<file path="src/sv/bsr_pkg.sv">
package bsr_pkg;

	localparam int FRAC_BITS = 16;
	localparam int MAX_STEPS = 48;

	localparam int OPERAND_W = 32;
	localparam int ROOT_W    = 24;
	localparam int STATUS_W  = 2;
	localparam int TOL_W     = 16;

	localparam logic [TOL_W-1:0] TOL_RESET = TOL_W'(7);

	localparam int MAG_W  = OPERAND_W - 1;
	localparam int SQ_W   = 2 * MAG_W;
	localparam int TGT_W  = MAG_W + FRAC_BITS;
	localparam int CMP_W  = ((SQ_W > TGT_W) ? SQ_W : TGT_W) + 2;
	localparam int STEP_W = $clog2(MAX_STEPS);

	localparam logic [STEP_W-1:0] LAST_STEP = STEP_W'(MAX_STEPS - 1);
	localparam logic [MAG_W-1:0]  ONE_Q     = MAG_W'(1) << FRAC_BITS;

	typedef enum logic [STATUS_W-1:0] {
		STS_OK    = 2'd0,
		STS_NEG   = 2'd1,
		STS_LIMIT = 2'd2
	} status_t;

	typedef enum logic [1:0] {
		S_IDLE,
		S_SQR,
		S_CMP,
		S_DONE
	} state_t;

	typedef struct packed {
		logic load;
		logic square;
		logic compare;
		logic emit;
	} bsr_cmd_t;

	typedef struct packed {
		logic neg;
		logic hit;
		logic narrow;
	} bsr_sts_t;

endpackage

</file>
<file path="src/sv/bsr_dp.sv">
module bsr_dp import bsr_pkg::*; (
	input  logic                 clk,
	input  logic                 arst_n,
	input  logic                 cfg_we,
	input  logic [TOL_W-1:0]     cfg_wdata,
	input  logic [OPERAND_W-1:0] operand,
	input  bsr_cmd_t             cmd,
	output bsr_sts_t             sts,
	output logic [ROOT_W-1:0]    root,
	output logic [STATUS_W-1:0]  status
);

	logic [TOL_W-1:0]        tol_q;
	logic [MAG_W-1:0]        lo_q, hi_q, mid_q;
	logic [MAG_W-1:0]        cand_up_s1, cand_dn_s1;
	logic                    nar_up_s1, nar_dn_s1;
	logic [SQ_W-1:0]         sq_s1;
	logic signed [CMP_W-1:0] tgt_q, tlo_q, thi_q;
	logic [ROOT_W-1:0]       res_root_q, root_q;
	status_t                 res_status_q, status_q;

	logic [MAG_W-1:0]        x, hi_init;
	logic signed [CMP_W-1:0] tgt_in, tol_in, sq_ext;
	logic [MAG_W:0]          sum_up, sum_dn;
	logic                    below;
	logic [ROOT_W-1:0]       mid_sat;

	always_ff @(posedge clk or negedge arst_n) begin
		if (!arst_n) begin
			tol_q <= TOL_RESET;
		end else if (cfg_we) begin
			tol_q <= cfg_wdata;
		end
	end

	assign x       = operand[MAG_W-1:0];
	assign hi_init = (x > ONE_Q) ? x : ONE_Q;
	assign tgt_in  = CMP_W'(x) << FRAC_BITS;
	assign tol_in  = CMP_W'(tol_q) << FRAC_BITS;

	assign sum_up = {1'b0, mid_q} + {1'b0, hi_q};
	assign sum_dn = {1'b0, lo_q} + {1'b0, mid_q};

	assign sq_ext = CMP_W'(sq_s1);
	assign below  = sq_ext < tgt_q;

	assign sts.neg    = operand[OPERAND_W-1];
	assign sts.hit    = (sq_ext > tlo_q) && (sq_ext < thi_q);
	assign sts.narrow = below ? nar_up_s1 : nar_dn_s1;

	assign mid_sat = (|mid_q[MAG_W-1:ROOT_W]) ? '1 : mid_q[ROOT_W-1:0];

	always_ff @(posedge clk) begin
		if (cmd.load) begin
			lo_q  <= '0;
			hi_q  <= hi_init;
			mid_q <= hi_init >> 1;
			tgt_q <= tgt_in;
			tlo_q <= tgt_in - tol_in;
			thi_q <= tgt_in + tol_in;
			res_root_q   <= '0;
			res_status_q <= STS_NEG;
		end
		if (cmd.square) begin
			sq_s1      <= mid_q * mid_q;
			cand_up_s1 <= sum_up[MAG_W:1];
			cand_dn_s1 <= sum_dn[MAG_W:1];
			nar_up_s1  <= (hi_q - mid_q) <= MAG_W'(1);
			nar_dn_s1  <= (mid_q - lo_q) <= MAG_W'(1);
		end
		if (cmd.compare) begin
			res_root_q   <= mid_sat;
			res_status_q <= sts.hit ? STS_OK : STS_LIMIT;
			if (below) begin
				lo_q  <= mid_q;
				mid_q <= cand_up_s1;
			end else begin
				hi_q  <= mid_q;
				mid_q <= cand_dn_s1;
			end
		end
		if (cmd.emit) begin
			root_q   <= res_root_q;
			status_q <= res_status_q;
		end
	end

	assign root   = root_q;
	assign status = status_q;

	a_mid_inside: assert property (@(posedge clk) disable iff (!arst_n)
		cmd.compare |-> (lo_q <= mid_q && mid_q <= hi_q))
		else $error("midpoint outside interval");

endmodule

</file>
<file path="config.mk">
export PLATFORM = sky130hd
export DESIGN_NAME = bsr_dp
export DESIGN_NICKNAME = d
export VERILOG_FILES = /design/src/sv/bsr_pkg.sv /design/src/sv/bsr_dp.sv
export SDC_FILE = /design/constraint.sdc
export NUM_CORES = 2
export LEC_CHECK = 0
export BUFFER_PORTS_ARGS = -buffer_cell sky130_fd_sc_hd__buf_2
export CAP_MARGIN = 20
export CORE_ASPECT_RATIO = 0.8
export CORE_MARGIN = 1
export CORE_UTILIZATION = 30
export CTS_CLUSTER_SIZE = 8
export DETAILED_ROUTE_END_ITERATION = 8
export MAX_ROUTING_LAYER = met4
export PLACE_DENSITY = 0.47
export SLEW_MARGIN = 10
export SYNTH_ARGS = -nofsm -noshare
export SYNTH_HDL_FRONTEND = slang
export SYNTH_SLANG_ARGS = --single-unit
</file>
<file path="constraint.sdc">
create_clock -name clk -period 9.5 [get_ports clk]
set_input_delay 0.95 -clock clk [delete_from_list [all_inputs] [get_ports clk]]
set_output_delay 0.95 -clock clk [all_outputs]
set_load 0.05 [all_outputs]
</file>
# Yosys cells after proc, flatten, opt, wreduce, memory -nomap -nowiden
# Index checks and enable logic that the tools add are counted.
# W data, S select, Z words.
[word_totals]
reg_bits = 446
in_bits = 55
word_cells = 49
out_inout_bits = 29
[op_classes]
n_reduce_logical = 3
muxes = 17
n_addsub = 6
magnitude_cmp = 6
mul = 1
[op_table]
columns = ["op", "n"]
rows = [
  ["$mux W31", 10],
  ["$mux W24", 3],
  ["$add A31 B31 Y32", 2],
  ["$gt A63 B64 Y1", 1],
  ["$lt A63 B64 Y1", 1],
  ["$le A31 B1 Y1 const B", 2],
  ["$lt A62 B47 Y1", 1],
  ["$mul A31 B31 Y62", 1],
  ["$sub A31 B31 Y31", 2],
  ["$add A47 B32 Y48", 1],
  ["$sub A47 B32 Y48", 1],
  ["$gt A31 B17 Y1 const B", 1],
  ["$reduce_or A7 Y1", 1],
  ["$mux W2", 3],
  ["$reduce_bool A2 Y1", 1],
  ["$logic_and A1 B1 Y1", 1],
  ["$mux W1", 1],
]

# Logic depth before layout (Yosys ltp)
[logic_depth]
word_depth = 5
mapped_depth = 33

# Worst setup path before layout
# OpenSTA, ideal clock, no wires.
[synth_timing]
path_kind = "flip-flop to flip-flop"
start = "register mid_q[19]"
end = "register sq_s1[59] (data pin)"
period_less_slack_ns = 7.927
path_buffers = 3
required_time_ns = 9.241
path_stages_with_launch = 27
arrival_ns = 7.669
setup_slack_ns = 1.573
cell_sequence = "edfxtp_1 clkbuf_1 clkinv_1 buf_1 nor2_1 fa_1 fa_1 inv_1 fa_1 fa_1 inv_1 fa_1 fa_1 fa_1 fa_1 ha_1 clkbuf_1 nand2_1 or3_1 nor4_1 o41ai_1 a21boi_1 a31oi_1 a211oi_1 a21o_1 a21oi_1 xnor2_1"
[synth_via]
elab_chain_cells = 1
[synth_lines]
columns = ["element", "line", "text"]
rows = [
  ["start: declaration", "bsr_dp.sv:14", "logic [MAG_W-1:0] lo_q, hi_q, mid_q;"],
  ["start signal: assignment", "bsr_dp.sv:57", "mid_q <= hi_init >> 1;"],
  ["start signal: assignment", "bsr_dp.sv:76", "mid_q <= cand_up_s1;"],
  ["start signal: assignment", "bsr_dp.sv:79", "mid_q <= cand_dn_s1;"],
  ["$mul A31 B31 Y62", "bsr_dp.sv:65", "sq_s1 <= mid_q * mid_q;"],
  ["end signal: assignment", "bsr_dp.sv:65", ""],
  ["end: declaration", "bsr_dp.sv:17", "logic [SQ_W-1:0] sq_s1;"],
]
# Every way passes these cells.
# A chain may end at the register's enable or synchronous reset.

# Worst setup path after layout
[layout_timing]
start = "register mid_q[12]"
end = "register sq_s1[37] (data pin)"
# Same word-level chain as after synthesis.

==> results.json <==
{
  "hp-class": "primary input to asynchronous set/reset pin",
  "setup_ws_ns": 0.2354,
  "clk_latency_ns": 0.70,
  "r2r_slack_ns": 0.24,
  "dieWidth_um": 462.3,
  "drv_cap": 0,
  "async_flop_share": 0.04211,
  "final_hold_viol_count": 0,
  "cts_tree": "done",
  "drt_first_iter_violations": 3123,
  "start_util": 0.3036,
  "max_freq_mhz": 107.9,
  "num_rows": 134,
  "grt_remaining_overflow": 0,
  "port_buffers": 81,
  "yosysSeqAreaShare": 0.2107,
  "status": "complete, no violations",
  "arrival_ns": 9.67,
  "ys_types": 87,
  "drc": 0,
  "gp_congestion": 0.9392,
  "yosysWarningCount": 0,
  "final_antenna_net_count": 0,
  "worstSetupPathType": "register to register",
  "htreeDepth": 2,
  "tightest_slew_ns": 1.135,
  "grt_max_degree": 63,
  "grt_pass1_wl_um": 258900,
  "grt_usage": 0.2094,
  "worst_clock_skew_ns": 0.06537,
  "drt-wirelength-per-cell_um": 22.48,
  "die_area_sq_um": 171200,
  "die_h_um": 370.2,
  "cts_buffers": 55,
  "rsz0062_at_grt": "no",
  "final_cell_mix": "inv_1 (1140), fa_1 (755), ha_1 (524)",
  "period_needed_ns": 9.265,
  "place_ws_ns": -0.2385,
  "firstDrtPassIters": 5,
  "drive_gt1_frac": 0.06012,
  "grt_antenna_before_repair": 8,
  "hpwlAfterDp_um": 137700,
  "core_area_sq_um": 167500,
  "n_fill_cell": 17377,
  "required_ns": 9.90,
  "cts-root-buf": "clkbuf_16",
  "regArea_sq_um": 10710,
  "final_common_cell": "inv_1",
  "synthToLayoutAreaGrowth_pct": 9.815,
  "utilization": 0.3334,
  "finalSetupViolCount": 0,
  "synth_area_sq_um": 50850,
  "synth_edf_count": 302,
  "path_max_fanout": 11,
  "viasPerCell": 4.917,
  "avgSynthCellArea_sq_um": 9.485,
  "clk_pin_slew_ns": 0.06,
  "dr_total_vias": 37785,
  "routed_wl_um": 172700,
  "cts.sinks": 380,
  "slew_headroom": 0.2333,
  "finalSetupTns_ns": 0,
  "io_pins": 84,
  "period_share": 0.9752,
  "multi_input_area_sq_um": 34940,
  "start_kind": "register",
  "synth_cells": 5361,
  "final_nets": 6726,
  "finalMaxSlewViolations": 0,
  "synthFlopType": "edfxtp_1",
  "critPathCaptureType": "register",
  "hold_ws_ns": 0.1769,
  "ys_ff_latch": 380,
  "clockBufferDepth": 3,
  "grt_pass1_vias": 38748
}
-- cells by family after synthesis --
logic type / share of synthesized area
AOI/OAI and AO/OA: 0.1062
xor gates and xnor gates: 0.03600
adders and majority gates: 0.4262
buffers and inverters: 0.1035
DFF: 0.2107
muxes: 0.01090
other: 0.00007375
and+or+nand+nor: 0.1064
-- state kept, by name, summed over array words and instances (netlist names) --
| register | flops |
|---|---|
| cand_dn_s1 | 31 |
| cand_up_s1 | 31 |
| hi_q | 31 |
| lo_q | 31 |
| mid_q | 31 |
| nar_dn_s1 | 1 |
| nar_up_s1 | 1 |
| res_root_q | 24 |
| res_status_q | 2 |
| root | 24 |
| sq_s1 | 61 |
| status | 2 |
| tgt_q | 31 |
| thi_q | 31 |
| tlo_q | 32 |
| tol_q | 16 |
-- synth_stat cells, types with 8 or more instances --
cell type,instances,share of area
a2111oi_0,8,0.0014
a211oi_1,22,0.0032
a21o_1,96,0.014
a21oi_1,272,0.027
a31oi_1,65,0.0080
and2_1,29,0.0036
and3_1,15,0.0018
and4_1,9,0.0016
buf_1,29,0.0021
buf_2,9,0.00089
clkbuf_1,181,0.013
clkinv_1,11,0.00081
dfrtp_1,13,0.0064
dfxtp_1,62,0.024
edfxtp_1,302,0.18
fa_1,755,0.30
ha_1,524,0.13
inv_1,1142,0.084
mux2i_1,52,0.010
nand2_1,405,0.030
nand2b_1,29,0.0036
nand3_1,52,0.0051
nand4_1,51,0.0063
nor2_1,420,0.031
nor2b_1,53,0.0065
nor3_1,46,0.0045
nor4_1,32,0.0039
o2111ai_1,12,0.0021
o211ai_1,19,0.0028
o21a_1,24,0.0035
o21ai_0,151,0.015
o21bai_1,41,0.0061
o31ai_1,46,0.0068
or2_2,14,0.0017
or3_1,11,0.0014
or4_1,12,0.0018
xnor2_1,140,0.024
xor2_1,69,0.012
-- cell type report --
| class | instances | area share |
|---|---|---|
| Tap cell | 2244 | 0.05028 |
| Clock buffer | 99 | 0.02850 |
| Timing Repair Buffer | 201 | 0.02362 |
| Antenna cell | 2 | 0.00008963 |
| Multi-Input combinational cell | 3597 | 0.6257 |
| Inverter | 1157 | 0.07815 |
| Sequential cell | 380 | 0.1919 |
| Clock inverter | 5 | 0.001793 |
-- worst paths after layout --
check	from	cells past startpoint	to
setup / recovery	mid_q[12]	27	sq_s1[37]
hold / removal	arst_n	1	tol_q[15]
setup reg to reg	mid_q[12]	27	sq_s1[37]
hold reg to reg	res_status_q[1]	0	status[1]
max in group asynchronous	arst_n	1	tol_q[2]
min in group clk	res_status_q[1]	0	status[1]
-- metrics by stage --
| stage | cells | area, sq um |
|---|---|---|
| floorplan | 5362 | 50850 |
| global placement | 7572 | 54050 |
| detailed placement | 7573 | 54060 |
| CTS | 7680 | 55780 |
| global route | 7683 | 55840 |
| finish | 7685 | 55840 |
-- metal layers --
layer	part of all wire	GRT usage
met4	0.020	0.04013
met3	0.062	0.03068
met1	0.49	0.3013
met5	0	-
met2	0.43	0.3115
-- critical path, cell delays in order (launching register included) --
cell and delay (ns):
edfxtp_1 0.39, clkinvlp_4 0.46, nor2_1 0.45, fa_1 0.51
fa_1 0.49, fa_1 0.51, inv_1 0.05, fa_1 0.47
inv_1 0.05, fa_1 0.52, inv_1 0.07, fa_1 0.53
inv_1 0.05, fa_1 0.38, fa_1 0.49, ha_1 0.41
a21o_1 0.25, a21o_1 0.18, a21o_1 0.20, a41o_1 0.27
a2111oi_0 0.91, buf_4 0.26, or4_1 0.14, a21oi_1 0.10
nor2_1 0.22, o21bai_1 0.13, a21oi_1 0.20, xnor2_1 0.28
-- repair_timing --
item	4_1_cts	5_1_grt
buffers inserted	3	3
pin swaps	0	0
hold buffers	0	0
endpoints found under the setup margin	5	4
gates resized for setup	2	7
Power is left out: the tool's default activity adds up to more than one toggle a clock period on the data nets, which glitch-free logic cannot reach.
