### config.mk
export PLATFORM = sky130hd
export DESIGN_NAME = bsr_ctrl
export DESIGN_NICKNAME = d
export VERILOG_FILES = /design/src/sv/bsr_pkg.sv /design/src/sv/bsr_ctrl.sv
export SDC_FILE = /design/constraint.sdc
export NUM_CORES = 1
export LEC_CHECK = 0
export BUFFER_PORTS_ARGS = -buffer_cell sky130_fd_sc_hd__buf_4
export CORE_AREA = 4 4 41 43
export DETAILED_ROUTE_END_ITERATION = 8
export DIE_AREA = 0 0 45 47
export HOLD_SLACK_MARGIN = 0.08
export PLACE_DENSITY = 0.61
export SLEW_MARGIN = 15
export SYNTH_ARGS = -nofsm -noshare
export SYNTH_HDL_FRONTEND = slang
export SYNTH_SLANG_ARGS = --single-unit
### constraint.sdc
create_clock -name clk -period 1.4 [get_ports clk]
set_input_delay 0.21 -clock clk [delete_from_list [all_inputs] [get_ports clk]]
set_output_delay 0.21 -clock clk [all_outputs]
set_load 0.005 [all_outputs]
### src/sv/bsr_pkg.sv
package bsr_pkg;

	localparam int FRAC_BITS = 16;
	localparam int MAX_STEPS = 48;

	localparam int OPERAND_W = 32;
	localparam int ROOT_W    = 24;
	localparam int STATUS_W  = 2;
	localparam int TOL_W     = 16;

	localparam logic [TOL_W-1:0] TOL_RESET = TOL_W'(7);

	localparam int MAG_W  = OPERAND_W - 1;
	localparam int SQ_W   = 2 * MAG_W;
	localparam int TGT_W  = MAG_W + FRAC_BITS;
	localparam int CMP_W  = ((SQ_W > TGT_W) ? SQ_W : TGT_W) + 2;
	localparam int STEP_W = $clog2(MAX_STEPS);

	localparam logic [STEP_W-1:0] LAST_STEP = STEP_W'(MAX_STEPS - 1);
	localparam logic [MAG_W-1:0]  ONE_Q     = MAG_W'(1) << FRAC_BITS;

	typedef enum logic [STATUS_W-1:0] {
		STS_OK    = 2'd0,
		STS_NEG   = 2'd1,
		STS_LIMIT = 2'd2
	} status_t;

	typedef enum logic [1:0] {
		S_IDLE,
		S_SQR,
		S_CMP,
		S_DONE
	} state_t;

	typedef struct packed {
		logic load;
		logic square;
		logic compare;
		logic emit;
	} bsr_cmd_t;

	typedef struct packed {
		logic neg;
		logic hit;
		logic narrow;
	} bsr_sts_t;

endpackage

### src/sv/bsr_ctrl.sv
module bsr_ctrl import bsr_pkg::*; (
	input  logic     clk,
	input  logic     arst_n,
	input  logic     in_valid,
	output logic     in_ready,
	output logic     out_valid,
	input  logic     out_ready,
	input  bsr_sts_t sts,
	output bsr_cmd_t cmd
);

	state_t            state_q, state_d;
	logic [STEP_W-1:0] step_q;
	logic              out_valid_q;

	always_ff @(posedge clk or negedge arst_n) begin
		if (!arst_n) begin
			state_q <= S_IDLE;
		end else begin
			state_q <= state_d;
		end
	end

	always_comb begin
		state_d  = state_q;
		cmd      = '0;
		in_ready = 1'b0;
		case (state_q)
			S_IDLE: begin
				in_ready = 1'b1;
				if (in_valid) begin
					cmd.load = 1'b1;
					state_d  = sts.neg ? S_DONE : S_SQR;
				end
			end
			S_SQR: begin
				cmd.square = 1'b1;
				state_d    = S_CMP;
			end
			S_CMP: begin
				cmd.compare = 1'b1;
				if (sts.hit || sts.narrow || step_q == LAST_STEP) begin
					state_d = S_DONE;
				end else begin
					state_d = S_SQR;
				end
			end
			S_DONE: begin
				if (!out_valid_q || out_ready) begin
					cmd.emit = 1'b1;
					state_d  = S_IDLE;
				end
			end
			default: begin
				state_d = S_IDLE;
			end
		endcase
	end

	// count midpoints tested
	always_ff @(posedge clk or negedge arst_n) begin
		if (!arst_n) begin
			step_q <= '0;
		end else if (cmd.load) begin
			step_q <= '0;
		end else if (cmd.compare) begin
			step_q <= step_q + STEP_W'(1);
		end
	end

	always_ff @(posedge clk or negedge arst_n) begin
		if (!arst_n) begin
			out_valid_q <= 1'b0;
		end else if (cmd.emit) begin
			out_valid_q <= 1'b1;
		end else if (out_ready) begin
			out_valid_q <= 1'b0;
		end
	end

	assign out_valid = out_valid_q;

	a_sqr_then_cmp: assert property (@(posedge clk) disable iff (!arst_n)
		state_q == S_SQR |=> state_q == S_CMP)
		else $error("square step not followed by compare");

	a_step_bound: assert property (@(posedge clk) disable iff (!arst_n)
		state_q == S_CMP |-> step_q <= LAST_STEP)
		else $error("step count past limit");

	a_emit_free: assert property (@(posedge clk) disable iff (!arst_n)
		cmd.emit |-> (!out_valid_q || out_ready))
		else $error("result overwrites pending beat");

	a_load_next: assert property (@(posedge clk) disable iff (!arst_n)
		cmd.load |=> (state_q == S_SQR || state_q == S_DONE))
		else $error("bad state after load");

endmodule

* Word level (Yosys, flattened, before mapping)
Cells that the tools add are included.
Storage, ports and cells: register bits 9, input bits 7, output and inout port bits 6, logic and storage cells 34
Cells by class: $add $sub $neg 1, eq/ne operators 6, muxes and demuxes 16, reduce and logical (&&, ||, !) cells 8
Operators by type and width (count):
- 6-bit 2-to-1 mux | 2
- 1-bit 2-to-1 mux | 9
- 2-bit 2-to-1 mux | 4
- 2-bit case mux with 4 select lines | 1
- 6-bit by 1-bit adder with 6-bit output, second input constant | 1
- 6-bit == test, second input constant | 1
- 2-bit == test, second input constant | 2
- 2-bit inequality test, second input constant | 2
- 2-bit nonzero test | 2
- 1-bit logical OR | 3
- 2-bit by 1-bit == test with 1-bit output, second input constant | 1
- 2-bit zero test | 1
- 2-bit AND reduction | 1
- 1-bit zero test | 1

* Logic depth before layout (Yosys ltp)
Gate-level depths: netlist of the first run.
depth after elaboration 5, depth in mapped cells 4, depth with buffers taken out 4

* Least setup slack after synthesis of the first run
OpenSTA, ideal clock, no wires.
path kind reg-to-reg, start register state_q[1], end register step_q[5], library setup time 0.136 ns, arrival time 1.083 ns, data required time 1.264 ns, setup slack 0.181 ns, cell stages (with the launch flop) 5, path buffers 1, clock period less this slack 1.219 ns, path through dfrtp_1 -> buf_6 -> or3b_4 -> o311ai_1 -> o41ai_1
On the way: word-level cells in the longest chain between the ends 3, elaborated cells on any way between the ends 6, those cells by class eq/ne (1); mux (3); reduce/logical (2)
Ends and longest elaborated chain:
- start, declared | line bsr_ctrl.sv:12 | state_t state_q, state_d;
- start signal, assigned | line bsr_ctrl.sv:20 | state_q <= state_d;
- 2-bit == test or 2-bit zero test (tied branches) | line bsr_ctrl.sv:28 | case (state_q)
- 1-bit 2-to-1 mux | line bsr_ctrl.sv:28
- 2-bit nonzero test (no source line) or 6-bit 2-to-1 mux (tied branches)
- end signal, assigned | line bsr_ctrl.sv:67 | step_q <= step_q + STEP_W'(1);
- end, declared | line bsr_ctrl.sv:13 | logic [STEP_W-1:0] step_q;
Several ways; a longest one is shown, not always the timed one. A chain may end at the register's enable or synchronous reset.

==> results of run 1 <==
-- layer usage --
layer  GRT usage (%)  share of wire, %  routed length [µm]  up-vias
met2            19.5                45                 481       19
met1            12.9                42                 446      194
met3            3.83               9.8                 104        4
met5               0                 0                   0        -
li1                -                 -                   -      218
met4            8.77               2.9                  31        0
-- power groups by stage --
stage / registers [mW] / clock network, mW / logic, mW
6_report: 0.438 / 0.204 / 0.666
5_1_grt: 0.451 / 0.225 / 0.755
4_1_cts: 0.436 / 0.211 / 0.670
3_5_place_dp: 0.486 / 0 / 0.475
3_3_place_gp: 0.481 / 0 / 0.476
2_1_floorplan: 0.414 / 0 / 0.365
-- sequential cells by signal (all words and copies together), names as in the netlist --
register	cells
step_q	6
out_valid	1
state_q	2
-- stage by stage --
| stage | util (%) | worst slack (ps) | instances | instance area (µm²) |
|---|---|---|---|---|
| floorplan | - | 181 | 50 | 468 |
| global placement | 43.5 | 127 | 76 | 566 |
| detailed placement | 43.5 | 107 | 76 | 566 |
| CTS | 50.2 | -50.6 | 86 | 653 |
| global route | 50.4 | -66.1 | 86 | 656 |
| finish | 50.4 | -30.8 | 86 | 656 |
-- path summary, 6_finish.rpt --
check | end | cells after the start | slack (ps) | start
max | cmd[3] | 3 | -30 | state_q[0]
min | state_q[0] | 3 | 250 | in_valid
max reg2reg | step_q[4] | 5 | 100 | state_q[0]
min reg2reg | step_q[5] | 1 | 490 | step_q[5]
max in group asynchronous | state_q[0] | 2 | 950 | arst_n
min in group asynchronous | state_q[1] | 2 | 310 | arst_n
-- timing repair --
action	CTS	global route
hold buffers	1	0
pin swaps	1	2
setup buffers	5	0
endpoints found under the hold margin	9	0
gates resized for setup	5	2
endpoints found under the setup margin	2	4
-- cells by family (layout without fill, tap and decap cells) --
family	count (synthesis)	after routing	share of synthesized area, %
simple gates	21	21	22.5
fa+ha+maj	1	1	2.67
compound gates	12	12	17.4
flops	9	9	48.1
buf+inv	6	27	7.22
mux	1	1	2.14
-- worst max-delay path: cells and delay by family, from the launching register on --
| kind | cells | cell delay, ps |
|---|---|---|
| buffers and inverters | 2 | 140 |
| DFF | 1 | 430 |
| and+or+nand+nor | 1 | 390 |
-- layout by cell type (no fill, tap or decap), types with 2 or more instances in the layout --
cell      count
buf_4        17
nand3_1       4
inv_1         2
nand2_1       7
nor2_1        3
dfrtp_2       2
dfrtp_1       7
clkbuf_4      3
inv_2         2
a21oi_1       4
-- layout make-up --
| type | instances | share of cell area (%) |
|---|---|---|
| flip-flops and latches | 9 | 34.7 |
| multi-input cells | 35 | 33.4 |
| repair buffers | 19 | 22.7 |
| clock buffers | 4 | 4.01 |
| well taps | 15 | 2.86 |
| inverters | 4 | 2.29 |
==> impl_metrics.tcl, run 1 <==
set metrics [dict create \
    hp-class "in -> reg" \
    diodes 0 \
    synth.area.top_cells "dfrtp_1, nand2_1, a21oi_1, nand3_1, inv_1" \
    grt_pass1_vias 414 \
    fin_ws_ps -30.8 \
    finalPower_mw 1.31 \
    ir_drop_v 0.000874 \
    grt_pass1_wl_mm 1.72 \
    setup_tns_ps -30.8 \
    gp_congestion 0.739 \
    ios 13 \
    hpwlAfterDp_um 711 \
    initialDrtViolationCount 14 \
    clkPwrFrac_pct 15.6 \
    ant_nets 0 \
    synth_top_area_cell "dfrtp_1" \
    async_flop_share_pct 100 \
    p_int_mw 0.838 \
    netSwitchingPower_mw 0.470 \
    power_frac_comb_pct 50.9 \
    ys_seq_elements 9 \
    status "finished with violations" \
    synth_edf_count 0 \
    viasPerCell 5.06 \
    grtUsageTotal_pct 11.9 \
    synth_common_cells "dfrtp_1, nand2_1" \
    cts_inserted_buffers 3 \
    cts_root_buffer "clkbuf_4" \
    p_leak_nw 0.316 \
    clkLatencyLatePin_ps 270 \
    syn2layout_area_growth_pct 40.1 \
    critical_path_arrival_ps 1220 \
    violations "setup timing" \
    cts_buffer_depth 2 \
    setup.worst_path.end_class "output pin" \
    power_density_nw_per_um2 1990 \
    cts.clk_slew.worst_paths_ps 60 \
    nNetsFinal 80 \
    p_seq_share_pct 33.5 \
    synth_nets 58 \
    switching_share_pct 35.9 \
    drv_cap 0 \
    worst_slew_pin_slew_ps 266 \
    setup_viol 1 \
    die_area_um2 2120 \
    cp_max_fo 4 \
    syn_area_um2 468 \
    max_freq_mhz 699 \
    ys_seq_area_share_pct 48.1 \
    cts_tree "done" \
    clock_skew_ps 4.15 \
    nFillCells 135 \
    yosys_warnings 0 \
    syn_area_per_cell_um2 9.36 \
    worstPathCellList "or3b_4, inv_2, buf_6" \
    drc 0 \
    ff_latch_area_um2 228 \
    core_um2 1300 \
    antenna_found_initial 0 \
    drv_slew 0 \
    hold-worst-slack_ps 250 \
    multiInputGateArea_um2 219 \
    cp.required_ps 1190 \
    post_drt_wl_per_cell_um 12.4 \
    dr_total_vias 435 \
    die_w_um 45 \
    synth_cell_types 23 \
    htree_levels 1 \
    max-slew-margin-rel_pct 82.0 \
    grt_max_degree 10 \
    rsz0062_at_grt "true" \
    synth_most_common_cell "dfrtp_1" \
    io_buffers 12 \
    min_period_ps 1430 \
    synth_top_area_share_pct 48.1 \
    synth_flop_cell "dfrtp_1" \
    die_h_um 47 \
    cpPeakStageDelay_ps 430 \
    row_count 13 \
    path_class "reg -> out" \
    cp_slowest_cell "dfrtp_2" \
    hold_viol_final 0 \
    grt_remaining_overflow 0 \
    start_util_pct 36.0 \
    firstDrtPassIters 4 \
    drive_above_1_share_pct 39.4 \
    wirelength_mm 1.06 \
    netlist_instances 50 \
    startpoint_type "flip-flop" \
    period_share_pct 102 \
    cts_sinks 9 \
]
Note: power is estimated with default switching activity, not from simulation.
==> run 2, diff against run 1 <==
--- a/config.mk
+++ b/config.mk
@@ -5,12 +5,13 @@
 export SDC_FILE = /design/constraint.sdc
 export NUM_CORES = 1
 export LEC_CHECK = 0
+export ABC_AREA = 1
 export BUFFER_PORTS_ARGS = -buffer_cell sky130_fd_sc_hd__buf_4
 export CORE_AREA = 4 4 41 43
 export DETAILED_ROUTE_END_ITERATION = 8
 export DIE_AREA = 0 0 45 47
 export HOLD_SLACK_MARGIN = 0.08
-export PLACE_DENSITY = 0.61
+export PLACE_DENSITY = 0.64
 export SLEW_MARGIN = 15
 export SYNTH_ARGS = -nofsm -noshare
 export SYNTH_HDL_FRONTEND = slang
==> run 2 against run 1 <==
Wire length decreased by 7.0%. Cell area stayed put. The run now ends clean. Total power shrank 1.5%. Synthesized cell count rose by 34%. Critical endpoint unchanged. Register-to-register slack gained 200 ps. Via count increased by 5.1%. Count of clock-buffer cells in the layout unchanged. Sequential cell count did not move. Worst hold slack worse by 65 ps. Critical path type unchanged. Maximum frequency rose by 6.8%.
==> impl_metrics.tcl, run 2 <==
set metrics [dict create \
    hp-class "in -> reg" \
    synth_most_common_cell "nand2_1" \
    setup_tns_ps 0 \
    wirelength_um 989 \
    setup.worst_path.end_class "output pin" \
    cts_sinks 9 \
    finalPower_mw 1.29 \
    synth_nets 75 \
    gp_congestion 0.710 \
    drc 0 \
    max-slew-margin-rel_pct 85.1 \
    antenna_found_initial 0 \
    largest_reg_flops 6 \
    crit_buf_inv 2 \
    rsz0062_at_grt "false" \
    core_um2 1300 \
    ant_nets 0 \
    startpoint_type "flip-flop" \
    async_flop_share_pct 100 \
    dr_total_vias 457 \
    firstDrtPassIters 6 \
    hold_start "out_ready" \
    initialDrtViolationCount 11 \
    max_freq_mhz 746 \
    worstPathCellList "nor2_4, nand2_2, inv_2, buf_4" \
    grt_remaining_overflow 0 \
    synth_top_area_share_pct 45.5 \
    top_register "step_q" \
    grt_max_degree 10 \
    r2r_slack_ps 300 \
    cp.required_ps 1190 \
    hold_viol_final 0 \
    ios 13 \
    nNetsFinal 94 \
    die_area_um2 2120 \
    hpwlAfterDp_um 788 \
    grtUsageTotal_pct 11.1 \
    final_area_um2 656 \
    syn_area_um2 495 \
    final_cell_mix "nand2_1, nor2_1, buf_4" \
    crit_start "state_q[0]" \
    ir_drop_v 0.00109 \
    ys_seq_elements 9 \
    cts_inserted_buffers 3 \
    ys_seq_area_share_pct 45.5 \
    period_share_pct 95.7 \
    p_leak_nw 0.352 \
    viasPerCell 4.57 \
    status "complete, no violations" \
    placed_area_um2 604 \
    syn_area_per_cell_um2 7.40 \
    drv_slew 0 \
    setup_viol 0 \
    synth_top_area_cell "dfrtp_1" \
    drive_above_1_share_pct 30.6 \
    hold_path_end "out_valid" \
    yosys_warnings 0 \
    holdPathStages 2 \
    cpPeakStageDelay_ps 490 \
    power_density_nw_per_um2 1960 \
    drv_cap 0 \
    min_period_ps 1340 \
    syn2layout_area_growth_pct 32.3 \
    final_common_cell "nand2_1" \
    worst_slew_pin_slew_ps 223 \
    io_buffers 12 \
    synth_cell_types 15 \
    start_util_pct 38.1 \
    htree_levels 1 \
    worst-r2r-cell-count 7 \
    cts.clk_slew.worst_paths_ps 50 \
    diodes 0 \
    clock_skew_ps 4.68 \
    cts_tree "done" \
    cts_root_buffer "clkbuf_4" \
    cts_buffer_depth 2 \
    critical_path_arrival_ps 1130 \
    place_ws_ps 251 \
    grt_pass1_wl_mm 1.59 \
    synth_edf_count 0 \
    synth.area.top_cells "dfrtp_1, nand2_1, nor2_1, nand3_1, inv_1" \
    netlist_instances 67 \
    die_w_um 45 \
    rr_endpoint "state_q[1]" \
    cp_max_fo 6 \
    row_count 13 \
    post_drt_wl_per_cell_um 9.89 \
    fin_ws_ps 59.8 \
    cp_slowest_cell "dfrtp_2" \
    critical_path.top_delay_family "flip-flops" \
    grt_pass1_vias 398 \
    synth_flop_cell "dfrtp_1" \
    clkLatencyLatePin_ps 260 \
    path_class "reg -> out" \
    reg2reg_from "step_q[0]" \
    nFillCells 137 \
    die_h_um 47 \
    synth_common_cells "nand2_1, nor2_1, dfrtp_1, inv_1, nand3_1" \
]
==> run 2: cell types whose count changed after synthesis, moves of 2 or more <==
cell | previous run | this run
inv_1 | 4 | 7
nand3_1 | 4 | 6
nor2_1 | 4 | 13
nand2_1 | 7 | 17
a21oi_1 | 4 | 1
inv_2 | 0 | 3
nand2_2 | 0 | 3
nand2b_1 | 2 | 0
==> run 2: kinds of logic after synthesis <==
family	share of synthesized area [%]
adder cells (fa/ha/maj)	2.52
flip-flops	45.5
AND/OR/NAND/NOR	39.1
buffers and inverters	7.58
AO/OA/AOI/OAI	5.30
==> run 2: worst register-to-register path: cells and delay by family, from the launching register on <==
kind / cells / cell delay, ps
buf+inv: 1 / 50
simple gates: 5 / 400
fa+ha+maj: 1 / 200
flops: 1 / 390
==> run 2: layer usage <==
layer	part of all wire, %	GRT usage, %	vias to the layer above	wire, µm
li1	-	-	245	-
met1	43	12.6	196	424
met2	49	17.2	12	485
met3	5.4	2.30	4	53
met4	2.5	10.5	0	25
met5	0	0	-	0
==> run 2: power by group <==
part,switching (mW),internal [mW]
logic,0.318,0.283
registers,0.130,0.363
clock network,0.0844,0.109
total,0.533,0.755
==> run 2: area by class of cell <==
type | instances | area [µm²] | share of cell area, %
tap | 15 | 18.8 | 2.86
multi-input combinational | 48 | 238 | 36.3
inverter | 10 | 37.5 | 5.73
timing repair buffer | 14 | 108 | 16.4
clock buffer | 4 | 26.3 | 4.01
sequential | 9 | 228 | 34.7
==> run 2: worst max-delay path by stage <==
stage           endpoint  slack, ps  depth (start not counted)
6_report          cmd[3]         60                          4
5_1_grt           cmd[3]          7                          4
2_1_floorplan  step_q[1]        330                          6
3_3_place_gp   step_q[1]        280                          6
3_5_place_dp      cmd[3]        250                          4
4_1_cts           cmd[3]         10                          4
==> run 2: stage by stage <==
step	hold slack, ps	std cells	utilization, %
floorplan	-85.6	67	-
global placement	38.8	94	46.4
detailed placement	38.7	94	46.4
CTS	164	99	49.3
global route	177	100	50.4
finish	185	100	50.4
==> run 2: timing repair <==
item                       CTS  global route
setup buffers                0             1
resized for setup            1             2
hold endpoints to repair     9             0
hold buffers                 1             0
pin swaps                    0             1
setup endpoints to repair    1             1
==> run 3, diff against run 2 <==
==> constraint.sdc (replaced) <==
create_clock -name clk -period 1.7 [get_ports clk]
set_input_delay 0.255 -clock clk [delete_from_list [all_inputs] [get_ports clk]]
set_output_delay 0.255 -clock clk [all_outputs]
set_load 0.005 [all_outputs]
==> run 3 against run 2 <==
Clock power is 17% lower. Worst hold slack gained 22 ps. Cell area fell by 2.3%. Clock skew shrank 3.1 ps. Combinational power is 22% lower. Sequential share of layout area increased by 0.42 points.
==> impl_metrics.tcl, run 3 (same netlist as run 2, synthesis figures left out) <==
set metrics [dict create \
    status "complete, no violations" \
    drive_above_1_share_pct 27.4 \
    crit_buf_inv 2 \
    placed_area_um2 604 \
    p_int_mw 0.594 \
    cts_inserted_buffers 3 \
    fin_cells 99 \
    setup_viol 0 \
    utilization_pct 49.2 \
    cts_root_buffer "clkbuf_4" \
    clock_skew_ps 1.59 \
    fin_ws_ps 242 \
    grtUsageTotal_pct 10.6 \
    final_cell_mix "nand2_1, nor2_1, buf_4" \
    max-slew-margin-rel_pct 77.7 \
    power_frac_comb_pct 45.9 \
    final_common_cell "nand2_1" \
    r2r_slack_ps 570 \
    start_util_pct 38.1 \
    gp_congestion 0.730 \
    netSwitchingPower_mw 0.424 \
    die_h_um 47 \
    drv_slew 0 \
    die_area_um2 2120 \
    critical_path_arrival_ps 1200 \
    worst-r2r-cell-count 6 \
    cp.required_ps 1440 \
    hold_viol_final 0 \
    reg2reg_from "state_q[0]" \
    multiInputGateArea_um2 233 \
    grt_pass1_vias 380 \
    period_share_pct 85.8 \
    cts.clk_slew.worst_paths_ps 60 \
    wirelength_um 941 \
    finalPower_mw 1.02 \
    hold-worst-slack_ps 207 \
    drc 0 \
    clkPwrFrac_pct 15.8 \
    p_seq_share_pct 38.3 \
    switching_share_pct 41.6 \
    dr_total_vias 453 \
    holdPathStages 2 \
    hold_start "out_ready" \
    antenna_found_initial 0 \
    hold_path_end "out_valid" \
    cts_buffer_depth 2 \
    largest_reg_flops 6 \
    max_freq_mhz 686 \
    htree_levels 1 \
    cpPeakStageDelay_ps 490 \
    setup.worst_path.end_class "output pin" \
    diodes 0 \
    grt_remaining_overflow 0 \
    cts_tree "done" \
    ios 13 \
    top_register "step_q" \
    startpoint_type "flip-flop" \
    die_w_um 45 \
    grt_max_degree 10 \
    nNetsFinal 93 \
    final_area_um2 641 \
    hp-class "in -> reg" \
    ant_nets 0 \
    critical_path.top_delay_family "flip-flops" \
    viasPerCell 4.58 \
    row_count 13 \
    power_density_nw_per_um2 1590 \
    place_ws_ps 519 \
    worstPathCellList "nor2_2, nand2_2, inv_2, buf_4" \
    syn2layout_area_growth_pct 29.3 \
    nFillCells 144 \
    rr_endpoint "step_q[1]" \
    ff_latch_area_um2 225 \
    post_drt_wl_per_cell_um 9.51 \
    drv_cap 0 \
    cts_sinks 9 \
    cp_max_fo 6 \
    p_leak_nw 0.348 \
    io_buffers 12 \
    setup_tns_ps 0 \
    path_class "reg -> out" \
    firstDrtPassIters 4 \
    worst_slew_pin_slew_ps 335 \
    placed_cells 94 \
    rsz0062_at_grt "false" \
    clkLatencyLatePin_ps 260 \
    post_cts_resized 0 \
    ir_drop_v 0.000688 \
    cp_slowest_cell "dfrtp_1" \
    core_um2 1300 \
    initialDrtViolationCount 11 \
    hpwlAfterDp_um 762 \
    min_period_ps 1460 \
    grt_pass1_wl_mm 1.55 \
]
==> run 3: cell count changes in the layout (fill, tap and decap cells not counted) <==
| cell | change |
|---|---|
| dfrtp_1 | +2 |
| nor2_4 | -1 |
| nor2_2 | +1 |
| buf_4 | -1 |
| dfrtp_2 | -2 |
==> run 3: repair_timing <==
action,CTS,global route
hold buffers,1,0
setup buffers,0,0
endpoints found under the hold margin,9,0
==> run 3: how the worst max path moves through the flow <==
stage | start | end | depth (start not counted)
2_1_floorplan | state_q[0] | cmd[3] | 3
3_3_place_gp | state_q[0] | cmd[3] | 4
3_5_place_dp | state_q[0] | cmd[3] | 4
4_1_cts | state_q[0] | cmd[3] | 4
5_1_grt | state_q[0] | cmd[3] | 4
6_report | state_q[0] | cmd[3] | 4
==> run 3: area by class of cell <==
cell class | instances | share of cell area [%]
clock buffers | 4 | 4.10
inverters | 10 | 5.86
multi-input cells | 48 | 36.3
flip-flops and latches | 9 | 35.2
well taps | 15 | 2.93
repair buffers | 13 | 15.6
==> run 3: layer usage <==
metal / global-route usage (%) / part of all wire (%) / routed length [µm]
met1: 13.6 / 46 / 429
met2: 15.3 / 46 / 433
met3: 2.30 / 6.4 / 60
met4: 8.77 / 1.8 / 17
met5: 0 / 0 / 0
==> run 3: worst reg2reg max path, delay by kind of cell (launching register included) <==
kind	cells	cell delay, ps
buffers and inverters	1	50
DFF	1	490
and+or+nand+nor	5	490
==> run 3: power by group through the flow <==
stage	clock network, mW	registers [mW]	logic, mW
CTS	0.169	0.389	0.476
global placement	0	0.391	0.475
finish	0.161	0.389	0.467
detailed placement	0	0.393	0.472
global route	0.183	0.405	0.530
floorplan	0	0.382	0.304
